--- src/sv/pbpp_pkg.sv ---
// shared definitions for the page buffer pool policy unit
// parameter defaults, request and status codes, scan status bundle
// no dependencies
package pbpp_pkg;

  localparam int unsigned PoolFramesDef = 16;
  localparam int unsigned PageBitsDef   = 32;
  localparam int unsigned PinBitsDef    = 16;
  localparam int unsigned AgeBits       = 64;

  typedef enum logic [2:0] {
    ACT_FETCH     = 3'd0,
    ACT_RELEASE   = 3'd1,
    ACT_FLUSH     = 3'd2,
    ACT_DELETE    = 3'd3,
    ACT_FLUSH_ALL = 3'd4
  } action_e;

  typedef enum logic [1:0] {
    ST_OK         = 2'd0,
    ST_ALL_PINNED = 2'd1,
    ST_NOT_CACHED = 2'd2,
    ST_PINNED     = 2'd3
  } status_e;

  typedef struct packed {
    logic hit;
    logic victim;
  } scan_flags_t;

endpackage

--- src/sv/page_buffer_pool_policy_unit.sv ---
// top level of the page buffer pool policy unit: lru frames with pin counts
// holds the frame memory, the request sequencer and the result register
// depends on pbpp_pkg and pbpp_scan_unit
//
//   channel | direction | handshake                 | payload
//   --------+-----------+---------------------------+---------------------------------
//   in      | input     | in_valid_i / in_stall_o   | action, page_number, mark_dirty
//   out     | output    | out_valid_o / out_stall_i | status, was_hit, frame_index,
//           |           |                           | write_back, write_page, read_in,
//           |           |                           | free_page, last
//
// fetch, release, flush and delete scan every frame: the scan reads
// one frame per cycle from the single read port of the frame memory
// flush all walks the frames one per cycle, pausing on each written frame to load its result,
// which a stalled output can delay; reset clears valid and dirty bits at once, no clearing pass
// a stalled result delays only the next result; the next request is taken
// while the last result of the previous one is still waiting
module page_buffer_pool_policy_unit #(
  parameter int unsigned POOL_FRAMES = pbpp_pkg::PoolFramesDef,
  parameter int unsigned PAGE_BITS   = pbpp_pkg::PageBitsDef,
  parameter int unsigned PIN_BITS    = pbpp_pkg::PinBitsDef,
  localparam int unsigned IdxW       = (POOL_FRAMES > 1) ? $clog2(POOL_FRAMES) : 1
) (
  input  logic                 clk_i,
  input  logic                 rst_ni,
  input  logic                 in_valid_i,
  output logic                 in_stall_o,
  input  logic [2:0]           action_i,
  input  logic [PAGE_BITS-1:0] page_number_i,
  input  logic                 mark_dirty_i,
  output logic                 out_valid_o,
  input  logic                 out_stall_i,
  output logic [1:0]           status_o,
  output logic                 was_hit_o,
  output logic [IdxW-1:0]      frame_index_o,
  output logic                 write_back_o,
  output logic [PAGE_BITS-1:0] write_page_o,
  output logic                 read_in_o,
  output logic                 free_page_o,
  output logic                 last_o
);

  localparam int unsigned AgeW = pbpp_pkg::AgeBits;

  typedef enum logic [5:0] {
    S_IDLE    = 6'b000001,
    S_SCAN    = 6'b000010,
    S_DRAIN   = 6'b000100,
    S_DECIDE  = 6'b001000,
    S_FA_SCAN = 6'b010000,
    S_FA_OUT  = 6'b100000
  } state_e;

  typedef struct packed {
    logic [PAGE_BITS-1:0] page;
    logic [PIN_BITS-1:0]  pins;
    logic [AgeW-1:0]      age;
  } entry_t;

  state_e                 state_q, state_d;
  logic [IdxW-1:0]        cnt_q, cnt_d;
  logic [2:0]             act_q;
  logic [PAGE_BITS-1:0]   page_q;
  logic                   md_q;
  logic [POOL_FRAMES-1:0] valid_q, valid_d, dirty_q, dirty_d;
  logic [AgeW-1:0]        clock_q, clock_d, clock_inc;
  logic                   chk_q;
  logic [IdxW-1:0]        chk_idx_q;

  entry_t                 mem_q [POOL_FRAMES];
  entry_t                 rd_q;
  logic                   wr_en;
  logic [IdxW-1:0]        wr_addr;
  entry_t                 wr_data;

  logic                   out_vld_q;
  logic [1:0]             status_q, o_status;
  logic                   hit_q, o_hit;
  logic [IdxW-1:0]        frame_q, o_frame;
  logic                   wb_q, o_wb;
  logic [PAGE_BITS-1:0]   wpage_q, o_wpage;
  logic                   rd_in_q, o_rd_in;
  logic                   free_q, o_free;
  logic                   last_q, o_last;
  logic                   out_ld, out_free;

  logic                   accept, scan_start;
  pbpp_pkg::scan_flags_t  flags;
  logic [IdxW-1:0]        hit_idx, vic_idx;
  logic [PIN_BITS-1:0]    hit_pins, pins_inc, pins_dec;
  logic [AgeW-1:0]        hit_age;
  logic [PAGE_BITS-1:0]   vic_page;
  logic [POOL_FRAMES-1:0] vd, cnt_oh;
  logic                   fa_last;

  assign accept     = in_valid_i && (state_q == S_IDLE);
  assign in_stall_o = (state_q != S_IDLE);
  assign out_free   = !out_vld_q || !out_stall_i;
  assign scan_start = accept;

  assign vd        = valid_q & dirty_q;
  assign cnt_oh    = {{(POOL_FRAMES-1){1'b0}}, 1'b1} << cnt_q;
  assign fa_last   = ((vd & ~cnt_oh) == '0);
  assign clock_inc = clock_q + {{(AgeW-1){1'b0}}, 1'b1};
  assign pins_inc  = (hit_pins == '1) ? hit_pins : hit_pins + {{(PIN_BITS-1){1'b0}}, 1'b1};
  assign pins_dec  = (hit_pins != '0) ? hit_pins - {{(PIN_BITS-1){1'b0}}, 1'b1} : '0;

  pbpp_scan_unit #(
    .PAGE_BITS (PAGE_BITS),
    .PIN_BITS  (PIN_BITS),
    .IDX_W     (IdxW)
  ) u_scan (
    .clk_i      (clk_i),
    .rst_ni     (rst_ni),
    .start_i    (scan_start),
    .sample_i   (chk_q),
    .idx_i      (chk_idx_q),
    .valid_i    (valid_q[chk_idx_q]),
    .page_i     (rd_q.page),
    .pins_i     (rd_q.pins),
    .age_i      (rd_q.age),
    .key_i      (page_q),
    .flags_o    (flags),
    .hit_idx_o  (hit_idx),
    .hit_pins_o (hit_pins),
    .hit_age_o  (hit_age),
    .vic_idx_o  (vic_idx),
    .vic_page_o (vic_page)
  );

  always_comb begin
    state_d  = state_q;
    cnt_d    = cnt_q;
    valid_d  = valid_q;
    dirty_d  = dirty_q;
    clock_d  = clock_q;
    wr_en    = 1'b0;
    wr_addr  = hit_idx;
    wr_data  = '0;
    out_ld   = 1'b0;
    o_status = pbpp_pkg::ST_OK;
    o_hit    = 1'b0;
    o_frame  = '0;
    o_wb     = 1'b0;
    o_wpage  = '0;
    o_rd_in  = 1'b0;
    o_free   = 1'b0;
    o_last   = 1'b1;
    unique case (state_q)
      S_IDLE: begin
        cnt_d = '0;
        if (accept) begin
          if (action_i == pbpp_pkg::ACT_FLUSH_ALL) begin
            state_d = (vd == '0) ? S_DECIDE : S_FA_SCAN;
          end else if (action_i > pbpp_pkg::ACT_FLUSH_ALL) begin
            state_d = S_DECIDE;
          end else begin
            state_d = S_SCAN;
          end
        end
      end
      S_SCAN: begin
        if (cnt_q == IdxW'(POOL_FRAMES - 1)) begin
          state_d = S_DRAIN;
        end else begin
          cnt_d = cnt_q + {{(IdxW-1){1'b0}}, 1'b1};
        end
      end
      S_DRAIN: begin
        state_d = S_DECIDE;
      end
      S_DECIDE: begin
        if (out_free) begin
          out_ld  = 1'b1;
          state_d = S_IDLE;
          unique case (act_q)
            pbpp_pkg::ACT_FETCH: begin
              if (flags.hit) begin
                wr_en    = 1'b1;
                wr_addr  = hit_idx;
                wr_data  = '{page: page_q, pins: pins_inc, age: clock_inc};
                clock_d  = clock_inc;
                o_hit    = 1'b1;
                o_frame  = hit_idx;
              end else if (flags.victim) begin
                wr_en    = 1'b1;
                wr_addr  = vic_idx;
                wr_data  = '{page: page_q, pins: {{(PIN_BITS-1){1'b0}}, 1'b1},
                             age: clock_inc};
                clock_d  = clock_inc;
                o_wb     = valid_q[vic_idx] && dirty_q[vic_idx];
                o_wpage  = o_wb ? vic_page : '0;
                o_frame  = vic_idx;
                o_rd_in  = 1'b1;
                valid_d[vic_idx] = 1'b1;
                dirty_d[vic_idx] = 1'b0;
              end else begin
                o_status = pbpp_pkg::ST_ALL_PINNED;
              end
            end
            pbpp_pkg::ACT_RELEASE: begin
              if (flags.hit) begin
                wr_en   = 1'b1;
                wr_addr = hit_idx;
                wr_data = '{page: page_q, pins: pins_dec, age: hit_age};
                o_frame = hit_idx;
                dirty_d[hit_idx] = dirty_q[hit_idx] | md_q;
              end else begin
                o_status = pbpp_pkg::ST_NOT_CACHED;
              end
            end
            pbpp_pkg::ACT_FLUSH: begin
              if (flags.hit) begin
                o_frame = hit_idx;
                o_wb    = 1'b1;
                o_wpage = page_q;
                dirty_d[hit_idx] = 1'b0;
              end else begin
                o_status = pbpp_pkg::ST_NOT_CACHED;
              end
            end
            pbpp_pkg::ACT_DELETE: begin
              if (flags.hit && hit_pins != '0) begin
                o_status = pbpp_pkg::ST_PINNED;
                o_frame  = hit_idx;
              end else if (flags.hit) begin
                o_frame = hit_idx;
                o_free  = 1'b1;
                valid_d[hit_idx] = 1'b0;
                dirty_d[hit_idx] = 1'b0;
              end else begin
                o_free = 1'b1;
              end
            end
            default: begin
            end
          endcase
        end
      end
      S_FA_SCAN: begin
        if (vd[cnt_q]) begin
          state_d = S_FA_OUT;
        end else begin
          cnt_d = cnt_q + {{(IdxW-1){1'b0}}, 1'b1};
        end
      end
      S_FA_OUT: begin
        if (out_free) begin
          out_ld  = 1'b1;
          o_frame = cnt_q;
          o_wb    = 1'b1;
          o_wpage = rd_q.page;
          o_last  = fa_last;
          dirty_d[cnt_q] = 1'b0;
          if (fa_last) begin
            state_d = S_IDLE;
          end else begin
            state_d = S_FA_SCAN;
            cnt_d   = cnt_q + {{(IdxW-1){1'b0}}, 1'b1};
          end
        end
      end
      default: begin
        state_d = S_IDLE;
      end
    endcase
  end

  always_ff @(posedge clk_i or negedge rst_ni) begin
    if (!rst_ni) begin
      state_q   <= S_IDLE;
      cnt_q     <= '0;
      valid_q   <= '0;
      dirty_q   <= '0;
      clock_q   <= '0;
      chk_q     <= 1'b0;
      out_vld_q <= 1'b0;
    end else begin
      state_q   <= state_d;
      cnt_q     <= cnt_d;
      valid_q   <= valid_d;
      dirty_q   <= dirty_d;
      clock_q   <= clock_d;
      chk_q     <= (state_q == S_SCAN);
      if (out_ld) begin
        out_vld_q <= 1'b1;
      end else if (!out_stall_i) begin
        out_vld_q <= 1'b0;
      end
    end
  end

  always_ff @(posedge clk_i) begin
    chk_idx_q <= cnt_q;
    if (accept) begin
      act_q  <= action_i;
      page_q <= page_number_i;
      md_q   <= mark_dirty_i;
    end
    if (out_ld) begin
      status_q <= o_status;
      hit_q    <= o_hit;
      frame_q  <= o_frame;
      wb_q     <= o_wb;
      wpage_q  <= o_wpage;
      rd_in_q  <= o_rd_in;
      free_q   <= o_free;
      last_q   <= o_last;
    end
  end

  // frame memory: one write port, one registered read port
  always_ff @(posedge clk_i) begin
    if (wr_en) begin
      mem_q[wr_addr] <= wr_data;
    end
    rd_q <= mem_q[cnt_q];
  end

  assign out_valid_o   = out_vld_q;
  assign status_o      = status_q;
  assign was_hit_o     = hit_q;
  assign frame_index_o = frame_q;
  assign write_back_o  = wb_q;
  assign write_page_o  = wpage_q;
  assign read_in_o     = rd_in_q;
  assign free_page_o   = free_q;
  assign last_o        = last_q;

endmodule

--- src/sv/pbpp_scan_unit.sv ---
// frame scan unit: page match, oldest unpinned frame, first unpinned frame
// looks at one frame per cycle, cleared at the start of each request
// depends on pbpp_pkg
module pbpp_scan_unit #(
  parameter int unsigned PAGE_BITS = pbpp_pkg::PageBitsDef,
  parameter int unsigned PIN_BITS  = pbpp_pkg::PinBitsDef,
  parameter int unsigned IDX_W     = 4
) (
  input  logic                       clk_i,
  input  logic                       rst_ni,
  input  logic                       start_i,
  input  logic                       sample_i,
  input  logic [IDX_W-1:0]           idx_i,
  input  logic                       valid_i,
  input  logic [PAGE_BITS-1:0]       page_i,
  input  logic [PIN_BITS-1:0]        pins_i,
  input  logic [pbpp_pkg::AgeBits-1:0] age_i,
  input  logic [PAGE_BITS-1:0]       key_i,
  output pbpp_pkg::scan_flags_t      flags_o,
  output logic [IDX_W-1:0]           hit_idx_o,
  output logic [PIN_BITS-1:0]        hit_pins_o,
  output logic [pbpp_pkg::AgeBits-1:0] hit_age_o,
  output logic [IDX_W-1:0]           vic_idx_o,
  output logic [PAGE_BITS-1:0]       vic_page_o
);

  logic                         hit_q, hit_d;
  logic                         best_q, best_d;
  logic                         fu_q, fu_d;
  logic [IDX_W-1:0]             hit_idx_q, best_idx_q, fu_idx_q;
  logic [PIN_BITS-1:0]          hit_pins_q;
  logic [pbpp_pkg::AgeBits-1:0] hit_age_q, best_age_q;
  logic [PAGE_BITS-1:0]         best_page_q, fu_page_q;
  logic                         match, unpinned, older;

  assign match    = valid_i && (page_i == key_i);
  assign unpinned = !valid_i || (pins_i == '0);
  assign older    = valid_i && (pins_i == '0) && (age_i < best_age_q);

  always_comb begin
    hit_d  = hit_q;
    best_d = best_q;
    fu_d   = fu_q;
    if (start_i) begin
      hit_d  = 1'b0;
      best_d = 1'b0;
      fu_d   = 1'b0;
    end else if (sample_i) begin
      hit_d  = hit_q || match;
      best_d = best_q || older;
      fu_d   = fu_q || unpinned;
    end
  end

  always_ff @(posedge clk_i or negedge rst_ni) begin
    if (!rst_ni) begin
      hit_q  <= 1'b0;
      best_q <= 1'b0;
      fu_q   <= 1'b0;
    end else begin
      hit_q  <= hit_d;
      best_q <= best_d;
      fu_q   <= fu_d;
    end
  end

  always_ff @(posedge clk_i) begin
    if (start_i) begin
      best_age_q <= '1;
    end else if (sample_i) begin
      if (match && !hit_q) begin
        hit_idx_q  <= idx_i;
        hit_pins_q <= pins_i;
        hit_age_q  <= age_i;
      end
      if (older) begin
        best_age_q  <= age_i;
        best_idx_q  <= idx_i;
        best_page_q <= page_i;
      end
      if (unpinned && !fu_q) begin
        fu_idx_q  <= idx_i;
        fu_page_q <= page_i;
      end
    end
  end

  assign flags_o.hit    = hit_q;
  assign flags_o.victim = best_q || fu_q;
  assign hit_idx_o      = hit_idx_q;
  assign hit_pins_o     = hit_pins_q;
  assign hit_age_o      = hit_age_q;
  assign vic_idx_o      = best_q ? best_idx_q : fu_idx_q;
  assign vic_page_o     = best_q ? best_page_q : fu_page_q;

endmodule

--- config.mk ---
export PLATFORM = sky130hd
export DESIGN_NAME = page_buffer_pool_policy_unit
export DESIGN_NICKNAME = d
export VERILOG_FILES = /design/src/sv/pbpp_pkg.sv /design/src/sv/page_buffer_pool_policy_unit.sv /design/src/sv/pbpp_scan_unit.sv
export SDC_FILE = /design/constraint.sdc
export NUM_CORES = 2
export LEC_CHECK = 0
export BUFFER_PORTS_ARGS = -buffer_cell sky130_fd_sc_hd__buf_2
export CAP_MARGIN = 0
export CORE_ASPECT_RATIO = 0.9
export CORE_MARGIN = 2
export CORE_UTILIZATION = 58
export CTS_CLUSTER_SIZE = 16
export DETAILED_ROUTE_END_ITERATION = 10
export GPL_ROUTABILITY_DRIVEN = 0
export PLACE_DENSITY = 0.74
export SETUP_SLACK_MARGIN = 0.1
export SYNTH_ARGS = -nofsm -noshare
export SYNTH_HDL_FRONTEND = slang
export SYNTH_SLANG_ARGS = --single-unit
--- constraint.sdc ---
create_clock -name clk_i -period 9.1 [get_ports clk_i]
set_input_delay 0.91 -clock clk_i [delete_from_list [all_inputs] [get_ports clk_i]]
set_output_delay 0.91 -clock clk_i [all_outputs]
set_load 0.05 [all_outputs]
==> reports/qor.csv <==
metric,value,unit
fmax,189,MHz
total power,0.0215,W
length of the first detailed-routing pass in iterations,6,
asr flop ratio synth,4.79,%
Std-Cell Rows,138,
I/O Buffers,84,
clock sink total,2318,
Logic pwr share,4.5,%
die area,161000,sq um
Max Cap Viol,0,
synthesis-to-finish area growth,11.4,%
largest net degree at the start of global routing,150,
H-tree Lvls,4,
Netlist cell types,81,
CTS root buf,clkbuf_16,
Post-DP Area,94600,sq um
Core ar.,157000,sq um
run status,completed,
clk_lat worst skew,840,ps
hold buffers post-CTS,0,
Yosys top cell by area,edfxtp_1,
fill count,10300,
P_sw,0.00456,W
post-synthesis register bit count,2318,
CTS tree,yes,
top area cells in the synthesized netlist,"edfxtp_1 67%, mux4_2 14%, dfxtp_1 3.9%, dfrtp_1 3.0%, nor2_1 1.3%",
CP max FO,47,
number of top-level pins,85,
CTS resizes,0,
RSZ-0062 raised after global routing,false,
fin area,102000,sq um
Starting Density,58.2,%
antenna-violating nets left,0,
Ys Warns,0,
post-DP HPWL,115000,um
total negative slack,0,ps
syn_nets,4920,
antenna violations before repair,2,
total grt overflow,0,
Die Height,380,um
worst slew pin tran,1420,ps
CTS buffer count,212,
Clock transition at path regs,70,ps
Min-Delay Path Class,in -> async,
cell count after synthesis,4808,
post-synth top area share,66.7,%
Hold Fails Final Rpt,0,
Synth Cell Area,91300,sq um
Worst Clk Skew,31.3,ps
end-of-flow core utilization,64.8,%
GRT Util Overall,26.6,%
WL/cell,29.1,um
first-pass GRT wire length,315000,um
crit end category,register,
ys flop type,edfxtp_1,
Max Slew Vio Count,0,
VDD IR max,0.235,mV
clock share of power,41.5,%
P_leak,37.2,nW
CP required,9540,ps
Vias,47300,
Die W,422,um
Seq pwr share,54.0,%
post-CTS setup buffer count,0,
# setup viols final,0,
CTS max path bufs,3,
Crit Path Class,reg -> reg,
Mapped Avg Cell Area,19.0,sq um
Worst slew margin,4.93,%
final critical-path required period,5290,ps
Sw Ratio,21.2,%
crit path DAT,5730,ps
internal power,0.0170,W
number of global-route vias before repair,47100,
Post-synth EDFFs,2027,
post-DR vias/cell,6.51,
initial drt markers,6274,
drt drc,0,
drt total wl,211000,um
fin crit share,58.2,%
sequential area share after synthesis,73.7,%
PwrDens,212,nW/um^2
Nets,5089,
startpoint types,register,
ratio of cells with drive above 1 in the final layout,22.2,%
[layout make-up]
type,count,area [sq um],share of cell area [%]
inverter,82,313,0.308
sequential,2318,67300,66.2
clock buffer,312,6070,5.97
tap,2100,2630,2.58
clock inverter,93,983,0.967
antenna,1,2.50,0.00246
timing repair buffer,189,1390,1.36
multi-input combinational,2174,23000,22.6
[cell usage in the layout, fill, tap and decap left out, types with 18 or more instances in the layout]
master        n
buf_4        92
nand2_1     210
buf_2        83
clkinv_2     33
xnor2_1      75
ha_1         72
mux4_2      574
dfxtp_1     180
nand4_1      42
clkbuf_1     66
bufinv_16    18
nor2_1      287
nor3_1       50
dfrtp_1     105
clkbuf_16   216
a21oi_1      80
nand3_1      52
a22oi_1      60
nor4_1       23
mux2i_1     102
inv_1        80
xor2_1       87
and2_1       39
nor2_4       18
clkbuf_8     30
o21ai_0     182
clkinv_1     23
edfxtp_1   2027
[layer usage]
layer,GRT usage (%),routed length (um)
met2,40.8,100000
met3,4.38,19200
met4,6.87,4980
met5,0,0
met1,40.4,87000
[cell families (layout without fill, tap and decap cells)]
family	after synthesis	in the layout	synth area share, %
AOI/OAI and AO/OA	438	438	2.88
xor gates and xnor gates	162	162	1.55
adders and majority gates	72	72	0.987
buffers and inverters	316	676	1.33
DFF	2318	2318	73.7
muxes	681	681	15.3
other	0	1	0
and+or+nand+nor	821	821	4.23
[through the flow]
step                      hold slack (ps)  worst slack (ps)  instances
after floorplan                       372              1720       4808
after global placement                417              3950       6863
after detailed placement              423              3870       6863
after CTS                             103              3870       7268
after global routing                  146              3610       7268
final                                 130              3810       7269
[power groups by stage]
stage,sequential (W),combinational [W],clock (W)
after global routing,0.0116,0.00104,0.00945
after detailed placement,0.0118,0.000970,0
after CTS,0.0116,0.000978,0.00906
final,0.0116,0.000968,0.00894
after floorplan,0.0118,0.000698,0
after global placement,0.0118,0.000964,0
[flip-flops by register name (all words and copies together), names as in the netlist, 3 cells and up]
signal and count:
valid_q 16, mem_q 1792, state_q 6, u_scan.hit_pins_o 16
cnt_q 4, u_scan.fu_idx_q 4, u_scan.hit_idx_o 4, page_q 32
dirty_q 16, rd_q 112, u_scan.best_age_q 64, clock_q 64
frame_index_o 4, u_scan.best_page_q 32, u_scan.best_idx_q 4, write_page_o 32
chk_idx_q 4, u_scan.hit_age_o 64, act_q 3, u_scan.fu_page_q 32
[worst max-delay path, stage by stage, from the launching register on]
cell and delay (ps):
edfxtp_1 520, nor3_1 820, a21boi_2 280, buf_4 340, nor2_1 100, nor2_2 140
buf_4 420, nand2_1 350, nor2_4 950, buf_4 880
[final timing paths]
path / startpoint / end / slack [ps] / depth (start not counted)
max: act_q[0] / mem_q[12][17] / 3810 / 9
min: rst_ni / valid_q[2] / 130 / 1
max reg2reg: act_q[0] / mem_q[12][17] / 3810 / 9
min reg2reg: rd_q[74] / u_scan.hit_pins_o[10] / 430 / 0
max in group asynchronous: rst_ni / clock_q[3] / 7620 / 2
min in group clk_i: page_number_i[12] / page_q[12] / 240 / 1
[cell usage after synthesis, types with 12 or more instances]
cell,instances
edfxtp_1,2027
mux4_2,574
nor2_1,308
nand2_1,211
o21ai_0,196
clkbuf_1,180
dfxtp_1,180
dfrtp_1,110
mux2i_1,102
xor2_1,87
a21oi_1,81
inv_1,80
xnor2_1,75
ha_1,72
a22oi_1,60
nand3_1,52
nor3_1,51
nand4_1,42
buf_1,41
and2_1,39
nor4_1,24
a21o_1,15
nor2b_1,15
or3_1,13
and3_1,12
No activity file was read; power rests on OpenSTA's default activity.
